`config.mk`:
```
export PLATFORM = sky130hd
export DESIGN_NAME = wheel_speed_pulse_median
export DESIGN_NICKNAME = d
export VERILOG_FILES = /design/src/hdl/wsp_pkg.sv /design/src/hdl/wheel_speed_pulse_median.sv /design/src/hdl/wsp_counter.sv /design/src/hdl/wsp_scale.sv /design/src/hdl/wsp_median.sv
export SDC_FILE = /design/constraint.sdc
export NUM_CORES = 2
export LEC_CHECK = 0
export ABC_AREA = 1
export BUFFER_PORTS_ARGS = -buffer_cell sky130_fd_sc_hd__clkbuf_2
export CELL_PAD_IN_SITES_DETAIL_PLACEMENT = 1
export CELL_PAD_IN_SITES_GLOBAL_PLACEMENT = 2
export CORE_MARGIN = 2
export CORE_UTILIZATION = 39
export CTS_BUF_LIST = sky130_fd_sc_hd__clkbuf_4
export DETAILED_ROUTE_END_ITERATION = 6
export PLACE_DENSITY_LB_ADDON = 0.12
export SLEW_MARGIN = 20
export SYNTH_ARGS = -nofsm -noshare
export SYNTH_HDL_FRONTEND = slang
export SYNTH_SLANG_ARGS = --single-unit
```
`constraint.sdc`:
```
create_clock -name clk -period 13.15 [get_ports clk]
set_input_delay 2.63 -clock clk [delete_from_list [all_inputs] [get_ports clk]]
set_output_delay 2.63 -clock clk [all_outputs]
set_load 0.01 [all_outputs]
```
`src/hdl/wsp_pkg.sv`:
```
// ----------------------------------------------------------------------------
// wsp_pkg
// Shared types and constants for the wheel speed median block: payload
// structs of the sample and result channels, configuration layout, widths.
// ----------------------------------------------------------------------------
`timescale 1ns / 1ps

package wsp_pkg;

  localparam int WHEELS          = 4;
  localparam int COUNT_OUT_BITS  = 16;
  localparam int SPEED_BITS      = 24;
  localparam int WINDOW_BITS     = 24;
  localparam int SCALE_BITS      = 16;
  localparam int CFG_DATA_BITS   = 24;
  localparam int CFG_INDEX_BITS  = 1;
  // product of the widest count and the scale, zero extended
  localparam int PROD_EXT_BITS   = 48;

  // wheel order inside vectors
  localparam int WHEEL_FL = 0;
  localparam int WHEEL_FR = 1;
  localparam int WHEEL_RL = 2;
  localparam int WHEEL_RR = 3;

  // configuration register indexes
  localparam logic [CFG_INDEX_BITS-1:0] REG_WINDOW_SAMPLES = 1'd0;
  localparam logic [CFG_INDEX_BITS-1:0] REG_SPEED_SCALE    = 1'd1;

  localparam logic [WINDOW_BITS-1:0] WINDOW_RESET = 24'd1000000;
  localparam logic [SCALE_BITS-1:0]  SCALE_RESET  = 16'd8062;

  typedef struct packed {
    logic pin_front_left;
    logic pin_front_right;
    logic pin_rear_left;
    logic pin_rear_right;
  } sample_t;

  typedef struct packed {
    logic [COUNT_OUT_BITS-1:0] count_front_left;
    logic [COUNT_OUT_BITS-1:0] count_front_right;
    logic [COUNT_OUT_BITS-1:0] count_rear_left;
    logic [COUNT_OUT_BITS-1:0] count_rear_right;
    logic [SPEED_BITS-1:0]     speed_front_left;
    logic [SPEED_BITS-1:0]     speed_front_right;
    logic [SPEED_BITS-1:0]     speed_rear_left;
    logic [SPEED_BITS-1:0]     speed_rear_right;
    logic [SPEED_BITS-1:0]     speed_median;
  } result_t;

  typedef struct packed {
    logic [WINDOW_BITS-1:0] window_samples;
    logic [SCALE_BITS-1:0]  speed_scale;
  } cfg_t;

  typedef logic [WHEELS-1:0][COUNT_OUT_BITS-1:0] count_out_vec_t;
  typedef logic [WHEELS-1:0][SPEED_BITS-1:0]     speed_vec_t;

endpackage

```
`src/hdl/wheel_speed_pulse_median.sv`:
```
// ----------------------------------------------------------------------------
// wheel_speed_pulse_median
// Result path: the sample that closes a window loads the snapshot register,
//   then the scale and median registers, each of which holds under a stall.
// Throughput: one sample per cycle; sample_stall rises only while the
//   snapshot register holds a result that the full pipeline cannot move.
// Reset: clears counters, pipeline valids and loads the register defaults.
// ----------------------------------------------------------------------------
`timescale 1ns / 1ps

module wheel_speed_pulse_median #(
  parameter int COUNT_BITS = 16
) (
  input  logic                                  clk,
  input  logic                                  rst,
  input  logic                                  cfg_write,
  input  logic [wsp_pkg::CFG_INDEX_BITS-1:0]    cfg_index,
  input  logic [wsp_pkg::CFG_DATA_BITS-1:0]     cfg_data,
  input  logic                                  sample_valid,
  output logic                                  sample_stall,
  input  wsp_pkg::sample_t                      sample,
  output logic                                  result_valid,
  input  logic                                  result_stall,
  output wsp_pkg::result_t                      result
);
  import wsp_pkg::*;

  cfg_t                               cfg;
  logic                               accept;
  logic                               snap_valid;
  logic [WHEELS-1:0][COUNT_BITS-1:0]  snap_counts;
  logic                               scale_ready;
  logic                               scale_valid;
  count_out_vec_t                     scale_counts;
  speed_vec_t                         scale_speeds;
  logic                               median_ready;

  // configuration registers
  always_ff @(posedge clk) begin
    if (rst) begin
      cfg.window_samples <= WINDOW_RESET;
      cfg.speed_scale    <= SCALE_RESET;
    end else if (cfg_write) begin
      case (cfg_index)
        REG_WINDOW_SAMPLES: cfg.window_samples <= cfg_data[WINDOW_BITS-1:0];
        REG_SPEED_SCALE:    cfg.speed_scale    <= cfg_data[SCALE_BITS-1:0];
        default: ;
      endcase
    end
  end

  // stall only when the snapshot is full and cannot move on
  assign sample_stall = snap_valid && !scale_ready;
  assign accept       = sample_valid && !sample_stall;

  wsp_counter #(.COUNT_BITS(COUNT_BITS)) u_counter (
    .clk         (clk),
    .rst         (rst),
    .cfg         (cfg),
    .accept      (accept),
    .sample      (sample),
    .take        (scale_ready),
    .snap_valid  (snap_valid),
    .snap_counts (snap_counts)
  );

  wsp_scale #(.COUNT_BITS(COUNT_BITS)) u_scale (
    .clk       (clk),
    .rst       (rst),
    .cfg       (cfg),
    .in_valid  (snap_valid),
    .in_counts (snap_counts),
    .ready     (scale_ready),
    .take      (median_ready),
    .valid     (scale_valid),
    .counts    (scale_counts),
    .speeds    (scale_speeds)
  );

  wsp_median u_median (
    .clk          (clk),
    .rst          (rst),
    .in_valid     (scale_valid),
    .in_counts    (scale_counts),
    .in_speeds    (scale_speeds),
    .ready        (median_ready),
    .result_valid (result_valid),
    .result_stall (result_stall),
    .result       (result)
  );

endmodule

```
`src/hdl/wsp_counter.sv`:
```
// ----------------------------------------------------------------------------
// wsp_counter
// Falling edge counters per wheel and the window sample counter. On the
// sample that closes a window the counts are copied into a snapshot register
// and the counters restart from zero.
// ----------------------------------------------------------------------------
`timescale 1ns / 1ps

module wsp_counter #(
  parameter int COUNT_BITS = 16
) (
  input  logic                                      clk,
  input  logic                                      rst,
  input  wsp_pkg::cfg_t                             cfg,
  input  logic                                      accept,
  input  wsp_pkg::sample_t                          sample,
  input  logic                                      take,
  output logic                                      snap_valid,
  output logic [wsp_pkg::WHEELS-1:0][COUNT_BITS-1:0] snap_counts
);
  import wsp_pkg::*;

  logic [WHEELS-1:0]                  prev_levels;
  logic [WHEELS-1:0][COUNT_BITS-1:0]  counts;
  logic [WHEELS-1:0][COUNT_BITS-1:0]  counts_next;
  logic [WINDOW_BITS-1:0]             sample_count;
  logic [WINDOW_BITS-1:0]             sample_count_next;
  logic [WHEELS-1:0]                  now_levels;
  logic                               close;

  assign now_levels = {sample.pin_rear_right, sample.pin_rear_left,
                       sample.pin_front_right, sample.pin_front_left};

  // add one on a falling edge, hold when full
  always_comb begin
    for (int w = 0; w < WHEELS; w++) begin
      if (prev_levels[w] && !now_levels[w] && (counts[w] != {COUNT_BITS{1'b1}})) begin
        counts_next[w] = counts[w] + COUNT_BITS'(1);
      end else begin
        counts_next[w] = counts[w];
      end
    end
  end

  assign sample_count_next = sample_count + WINDOW_BITS'(1);
  assign close             = (sample_count_next >= cfg.window_samples);

  // advance window state on each accepted beat
  always_ff @(posedge clk) begin
    if (rst) begin
      prev_levels  <= '0;
      counts       <= '0;
      sample_count <= '0;
    end else if (accept) begin
      prev_levels <= now_levels;
      if (close) begin
        counts       <= '0;
        sample_count <= '0;
      end else begin
        counts       <= counts_next;
        sample_count <= sample_count_next;
      end
    end
  end

  // snapshot register: load on window close, drop when taken downstream
  always_ff @(posedge clk) begin
    if (rst) begin
      snap_valid <= 1'b0;
    end else if (accept && close) begin
      snap_valid <= 1'b1;
    end else if (take) begin
      snap_valid <= 1'b0;
    end
  end

  always_ff @(posedge clk) begin
    if (accept && close) begin
      snap_counts <= counts_next;
    end
  end

  a_close_restarts: assert property (@(posedge clk) disable iff (rst)
    accept && close |=> (sample_count == '0) && (counts == '0) && snap_valid)
    else $error("window close did not restart counters");

  a_snap_held: assert property (@(posedge clk) disable iff (rst)
    snap_valid && !take |=> snap_valid && $stable(snap_counts))
    else $error("snapshot lost before it was taken");

  a_no_spurious_snap: assert property (@(posedge clk) disable iff (rst)
    !(accept && close) && !snap_valid |=> !snap_valid)
    else $error("snapshot appeared without a window close");

endmodule

```
`src/hdl/wsp_scale.sv`:
```
// ----------------------------------------------------------------------------
// wsp_scale
// Multiply each wheel count by the speed scale, drop eight fraction bits and
// saturate to the speed width. Counts are saturated to the output width.
// ----------------------------------------------------------------------------
`timescale 1ns / 1ps

module wsp_scale #(
  parameter int COUNT_BITS = 16
) (
  input  logic                                       clk,
  input  logic                                       rst,
  input  wsp_pkg::cfg_t                              cfg,
  input  logic                                       in_valid,
  input  logic [wsp_pkg::WHEELS-1:0][COUNT_BITS-1:0] in_counts,
  output logic                                       ready,
  input  logic                                       take,
  output logic                                       valid,
  output wsp_pkg::count_out_vec_t                    counts,
  output wsp_pkg::speed_vec_t                        speeds
);
  import wsp_pkg::*;

  localparam int PROD_BITS = COUNT_BITS + SCALE_BITS;

  count_out_vec_t counts_next;
  speed_vec_t     speeds_next;

  // per wheel scale and saturate
  for (genvar w = 0; w < WHEELS; w++) begin : g_wheel
    logic [PROD_BITS-1:0]     prod;
    logic [PROD_EXT_BITS-1:0] prod_ext;
    logic [31:0]              count_ext;

    assign prod      = PROD_BITS'(in_counts[w]) * PROD_BITS'(cfg.speed_scale);
    assign prod_ext  = PROD_EXT_BITS'(prod);
    assign count_ext = 32'(in_counts[w]);

    assign speeds_next[w] = (|prod_ext[PROD_EXT_BITS-1:SPEED_BITS+8]) ?
                            {SPEED_BITS{1'b1}} : prod_ext[SPEED_BITS+7:8];
    assign counts_next[w] = (|count_ext[31:COUNT_OUT_BITS]) ?
                            {COUNT_OUT_BITS{1'b1}} : count_ext[COUNT_OUT_BITS-1:0];
  end

  assign ready = !valid || take;

  always_ff @(posedge clk) begin
    if (rst) begin
      valid <= 1'b0;
    end else if (ready) begin
      valid <= in_valid;
    end
  end

  // hold payload while stalled
  always_ff @(posedge clk) begin
    if (ready && in_valid) begin
      counts <= counts_next;
      speeds <= speeds_next;
    end
  end

endmodule

```
`src/hdl/wsp_median.sv`:
```
// ----------------------------------------------------------------------------
// wsp_median
// Mean of the two middle wheel speeds: the larger of the pair minimums and
// the smaller of the pair maximums, added and halved. Holds the result beat.
// ----------------------------------------------------------------------------
`timescale 1ns / 1ps

module wsp_median (
  input  logic                    clk,
  input  logic                    rst,
  input  logic                    in_valid,
  input  wsp_pkg::count_out_vec_t in_counts,
  input  wsp_pkg::speed_vec_t     in_speeds,
  output logic                    ready,
  output logic                    result_valid,
  input  logic                    result_stall,
  output wsp_pkg::result_t        result
);
  import wsp_pkg::*;

  logic [SPEED_BITS-1:0] lo_a, hi_a, lo_b, hi_b, mid_lo, mid_hi;
  logic [SPEED_BITS:0]   mid_sum;
  result_t               result_next;

  // sort the two pairs, then pick the middle two
  always_comb begin
    lo_a    = (in_speeds[WHEEL_FL] < in_speeds[WHEEL_FR]) ? in_speeds[WHEEL_FL] : in_speeds[WHEEL_FR];
    hi_a    = (in_speeds[WHEEL_FL] < in_speeds[WHEEL_FR]) ? in_speeds[WHEEL_FR] : in_speeds[WHEEL_FL];
    lo_b    = (in_speeds[WHEEL_RL] < in_speeds[WHEEL_RR]) ? in_speeds[WHEEL_RL] : in_speeds[WHEEL_RR];
    hi_b    = (in_speeds[WHEEL_RL] < in_speeds[WHEEL_RR]) ? in_speeds[WHEEL_RR] : in_speeds[WHEEL_RL];
    mid_lo  = (lo_a > lo_b) ? lo_a : lo_b;
    mid_hi  = (hi_a < hi_b) ? hi_a : hi_b;
    mid_sum = {1'b0, mid_lo} + {1'b0, mid_hi};
  end

  always_comb begin
    result_next.count_front_left  = in_counts[WHEEL_FL];
    result_next.count_front_right = in_counts[WHEEL_FR];
    result_next.count_rear_left   = in_counts[WHEEL_RL];
    result_next.count_rear_right  = in_counts[WHEEL_RR];
    result_next.speed_front_left  = in_speeds[WHEEL_FL];
    result_next.speed_front_right = in_speeds[WHEEL_FR];
    result_next.speed_rear_left   = in_speeds[WHEEL_RL];
    result_next.speed_rear_right  = in_speeds[WHEEL_RR];
    result_next.speed_median      = mid_sum[SPEED_BITS:1];
  end

  assign ready = !result_valid || !result_stall;

  always_ff @(posedge clk) begin
    if (rst) begin
      result_valid <= 1'b0;
    end else if (ready) begin
      result_valid <= in_valid;
    end
  end

  always_ff @(posedge clk) begin
    if (ready && in_valid) begin
      result <= result_next;
    end
  end

endmodule
```
Word-level counts from Yosys, hierarchy flattened --
Index checks and enable logic that the tools add are counted.
Storage, ports and cells: bits in read-only memories 0, bits in writable memories 0, latch bits 0, bits in registers 543, memories 0
Operators by class: $lt $le $gt $ge 5, muxes and demuxes 14, $mul 4, div/mod/pow operators 0, shifts and indexed selects 0, $add $sub $neg 6, reductions and logical operators 27, bitwise operators 1, equal/unequal tests 4
Operator list (number):
- $mux W24 | 7
- $mul A16 B16 Y32 | 4
- $lt A24 B24 Y1 | 3
- $add A16 B1 Y16 const B | 4
- $mux W16 | 4
- $mux W64 | 1
- $ne A16 B16 Y1 const B | 4
- $add A24 B24 Y25 | 1
- $add A24 B1 Y24 const B | 1
- $ge A24 B24 Y1 | 1
- $gt A24 B24 Y1 | 1
- $logic_and A1 B1 Y1 | 13
- $logic_not A1 Y1 | 9
- $reduce_and A2 Y1 | 2
- $logic_or A1 B1 Y1 | 2
- $mux W1 | 2
- $reduce_bool A2 Y1 | 1
- $not A1 Y1 | 1

Logic depth before layout (Yosys ltp) --
depth after elaboration 9, gate-level depth with buffers 45, depth with buffers taken out 43

Cells and area by module --
A second synthesis with hierarchy kept.
Unflattened totals: cells, all modules 7680, area total of the unflattened synthesis 61606.6 um^2
Modules (own cells, without submodules):
- wsp_scale | sequential area each 4824.6 um^2, area each 40641.5 um^2, cells each 5186, instances 1
- wsp_median | sequential area each 5545.3 um^2, area each 10493.8 um^2, cells each 1068, instances 1
- wsp_counter | sequential area each 3783.6 um^2, area each 8912.3 um^2, cells each 1209, instances 1
- wheel_speed_pulse_median | sequential area each 800.8 um^2, area each 1559.0 um^2, cells each 217, instances 1

Worst setup path before layout --
OpenSTA, ideal clock, no wires.
path type input port to flip-flop, from input port result_stall, to register, netlist name u_median.result[0], slack 879 ps, arrival 11483 ps, buffers on the path 0, data required time 12361 ps, cell stages on the path 1, path through a21oi_1
Between the ends: word-level cells in the longest chain between the ends 3
Ends and longest elaborated chain:
- start: declaration | RTL line wheel_speed_pulse_median.sv:23 | input logic result_stall,
- $logic_not A1 Y1 | RTL line wsp_median.sv:48 | assign ready = !result_valid || !result_stall;
- $logic_or A1 B1 Y1 | RTL line wsp_median.sv:48
- $logic_and A1 B1 Y1 | RTL line wsp_median.sv:59 | if (ready && in_valid) begin
Every way passes these cells. A chain may end at the register's enable or synchronous reset.

Final worst setup path --
from register u_scale.speeds[69] in the netlist's numbering, to register, netlist name u_median.result[21]
Between the ends: word-level cells in the longest chain between the ends 5
Ends and longest elaborated chain:
- start: declaration | RTL line wsp_scale.sv:20 | output wsp_pkg::speed_vec_t speeds
- start signal: assignment | RTL line wsp_scale.sv:59 | speeds <= speeds_next;
- $lt A24 B24 Y1 | RTL line wsp_median.sv:29, wsp_median.sv:30
- $mux W24, on equally long branches | RTL line wsp_median.sv:29, wsp_median.sv:30
- $gt A24 B24 Y1 / $lt A24 B24 Y1 (equally long branches) | RTL line wsp_median.sv:31, wsp_median.sv:32
- $mux W24, on equally long branches | RTL line wsp_median.sv:31, wsp_median.sv:32
- $add A24 B24 Y25 (*) | RTL line wsp_median.sv:33 | mid_sum = {1'b0, mid_lo} + {1'b0, mid_hi};
- via u_median.mid_sum[22] | RTL line wsp_median.sv:22 | logic [SPEED_BITS:0] mid_sum;
Mark *: on every way through the listed nets, which the timed path passes. The rest lies on a longest branch.

==> flow_summary.json <==
{
  "status": "finished, violations left",
  "failed_checks": "DRC",
  "drt-wirelength-per-cell_um": 20.9,
  "grt_pass1_vias": 47800,
  "cts_resized": 0,
  "drv_cap": 0,
  "tritoncts": "yes",
  "fin_crit_ns": 7.90,
  "synth_seq_cells": 543,
  "vias": 43700,
  "ys_seq_area_share_pct": 26.0,
  "grt.overflow.total": 0,
  "htreeDepth": 4,
  "die_h_um": 388,
  "syn_to_final_growth_pct": 8.78,
  "grt_usage_pct": 24.9,
  "synth-async-reset-ratio_pct": 0,
  "numClockSinks": 543,
  "cp_slowest_stage_delay_ns": 0.79,
  "gp_congestion": 0.871,
  "required_ns": 14.04,
  "power_frac_comb_pct": 50.9,
  "synth_ff_type": "edfxtp_1",
  "synth-edff-count": 408,
  "hold_viol": 0,
  "grt_antenna_before_repair": 9,
  "die_w_um": 388,
  "postCtsHoldBufs": 0,
  "tns_ns": 0,
  "grt_max_degree": 126,
  "drc": 1,
  "io_pins": 220,
  "clockPowerShare_pct": 21.8,
  "slowest_stage": "a2111oi_0",
  "hold_class": "flip-flop to flip-flop",
  "row_count": 141,
  "worstSkewPairLatency_ns": 1.14,
  "finalPower_mw": 7.38,
  "clockBufferDepth": 3,
  "dp_cells": 8521,
  "skew_ns": 0.100,
  "switchingPower_mw": 3.24,
  "max-slew-margin-rel_pct": 26.9,
  "pre_cts_ws_ns": 5.15,
  "cts_buffers": 156,
  "worst-path-max-fanout": 63,
  "dr.pass1.iters": 7,
  "syn_area_mm2": 0.0576,
  "routed_wl_um": 184000,
  "setup-violations-final": 0,
  "layout_worst_path_cycle_share_pct": 60.1,
  "dpl.hpwl_um": 140000,
  "vias_per_cell": 4.96,
  "fin_cells": 8807,
  "post_cts_buffers": 0,
  "critPathArrivalTime_ns": 8.79,
  "worstMarginPinSlew_ns": 1.10,
  "cp-start-kind": "flip-flop",
  "p_leak_nw": 31.7,
  "grt_pass1_wl_um": 285000,
  "dieArea_mm2": 0.151,
  "syn_area_per_cell_um2": 8.74,
  "worst_slack_ns": 5.25,
  "slew_violations": 0,
  "p_per_area_mw_per_mm2": 118,
  "synthesis.nets": 7946,
  "nets": 8105,
  "ys.warnings.count": 0,
  "seqPwrFrac_pct": 27.4,
  "p_int_mw": 4.15,
  "rsz0062_at_grt": "false",
  "syn_inst": 6590,
  "synth_cell_type_count": 54,
  "ant_nets": 0,
  "io_buffers": 219,
  "crit_type": "flip-flop to flip-flop",
  "ir_worst_vdd_uv": 83.5,
  "initialDrtViolationCount": 2365,
  "drive_above_1_share_pct": 9.03,
  "max_freq_mhz": 127,
  "cts-root-buf": "clkbuf_4",
  "initial_core_util_pct": 39.1,
  "clk_pin_slew_ns": 0.06,
  "core_mm2": 0.147,
  "cp-end-kind": "flip-flop",
  "switching_share_pct": 43.8
}
==> synthesized netlist by cell type (all sizes together) (85+ instances only) <==
| cell type | n | share of area (%) |
|---|---|---|
| nor2 | 216 | 1.4 |
| ha | 549 | 12 |
| o21ai | 201 | 1.8 |
| clkbuf | 258 | 1.7 |
| nand2 | 1625 | 11 |
| dfxtp | 135 | 4.7 |
| xor2 | 115 | 1.7 |
| a21oi | 333 | 2.9 |
| fa | 773 | 27 |
| inv | 1561 | 10 |
| xnor2 | 85 | 1.3 |
| edfxtp | 408 | 21 |
==> power groups by stage <==
stage | registers, mW | clock network [mW] | logic (mW)
after floorplan | 2.04 | 0 | 2.44
after global placement | 2.06 | 0 | 3.71
after detailed placement | 2.06 | 0 | 3.76
after CTS | 2.02 | 1.68 | 3.78
after global routing | 2.02 | 1.76 | 4.22
final | 2.02 | 1.61 | 3.76
==> cell families (layout without fill, tap and decap cells) <==
family	after synthesis	after routing	share of synthesized area (%)
buffers and inverters	1864	2143	12.2
other	0	8	0
XOR/XNOR	200	200	3.04
AO/OA/AOI/OAI	648	648	6.23
flip-flops	543	543	26.0
adder cells (fa/ha/maj)	1322	1322	38.8
AND/OR/NAND/NOR	2013	2013	13.8
==> layer usage <==
metal  vias to the layer above  part of all wire [%]  GRT usage [%]
met5                         -                     0              0
met1                     22300                    48           35.3
met3                       189                   4.6           3.88
met4                         0                   1.9           5.62
li1                      20400                     -              -
met2                       843                    45           39.9
==> state kept, by name, summed over array words and instances (netlist names) <==
signal                  flops
cfg                        40
u_median.result_valid       1
u_median.result           184
u_counter.snap_valid        1
u_scale.speeds             96
u_counter.sample_count     24
u_counter.prev_levels       4
u_counter.snap_counts      64
u_counter.counts           64
u_scale.counts             64
u_scale.valid               1
==> path summary, 6_finish.rpt <==
kind | start | endpoint | slack, ns | depth (start not counted)
hold reg to reg | u_scale.speeds[31] | u_median.result[79] | 0.38 | 0
setup / recovery | u_scale.speeds[69] | u_median.result[21] | 5.25 | 37
setup reg to reg | u_scale.speeds[69] | u_median.result[21] | 5.25 | 37
hold / removal | u_scale.speeds[31] | u_median.result[79] | 0.38 | 0
==> worst max-delay path, delay by kind of cell, from the launching register on <==
| family | cells | cell delay (ns) |
|---|---|---|
| flops | 1 | 0.44 |
| fa+ha+maj | 3 | 1.09 |
| simple gates | 12 | 1.59 |
| compound gates | 14 | 2.96 |
| buf+inv | 7 | 1.47 |
| xor+xnor | 1 | 0.08 |
==> layout make-up <==
| cell class | instances | area, um^2 |
|---|---|---|
| Clock inverter | 46 | 245 |
| Sequential cell | 543 | 15000 |
| Clock buffer | 232 | 1740 |
| Multi-Input combinational cell | 4183 | 35600 |
| Timing Repair Buffer | 304 | 1750 |
| Fill cell | 17400 | 84500 |
| Tap cell | 1930 | 2410 |
| Antenna cell | 8 | 20.0 |
| Inverter | 1561 | 5860 |
==> per-stage QoR <==
| stage | area (um^2) | hold slack, ns | utilization (%) |
|---|---|---|---|
| after global routing | 62700 | 0.398 | 42.6 |
| after detailed placement | 60600 | 0.406 | 41.2 |
| after CTS | 62600 | 0.370 | 42.6 |
| after global placement | 60600 | 0.400 | 41.2 |
| final | 62700 | 0.376 | 42.6 |
| after floorplan | 57600 | 0.400 | - |
==> cells in the final DEF (no fill, tap or decap), types with 11 or more instances in the layout <==
| cell | Yosys | final |
|---|---|---|
| xnor2_1 | 85 | 85 |
| nand2_2 | 11 | 11 |
| nand2_1 | 1613 | 1612 |
| ha_1 | 549 | 549 |
| nand4_1 | 38 | 38 |
| a22oi_1 | 24 | 24 |
| o211ai_1 | 16 | 16 |
| o21ai_1 | 20 | 20 |
| o21ai_0 | 176 | 176 |
| inv_1 | 1555 | 1553 |
| xor2_1 | 115 | 115 |
| nor4_1 | 18 | 18 |
| fa_1 | 773 | 773 |
| dfxtp_2 | 0 | 16 |
| a31oi_1 | 12 | 12 |
| clkinv_1 | 0 | 31 |
| edfxtp_1 | 408 | 408 |
| clkbuf_2 | 0 | 218 |
| nor3_1 | 28 | 28 |
| nand3_1 | 74 | 74 |
| clkbuf_4 | 0 | 232 |
| dfxtp_1 | 135 | 119 |
| nor2_1 | 210 | 209 |
| buf_4 | 4 | 84 |
| a21oi_1 | 326 | 325 |
Power figures use the tool's default switching activity.
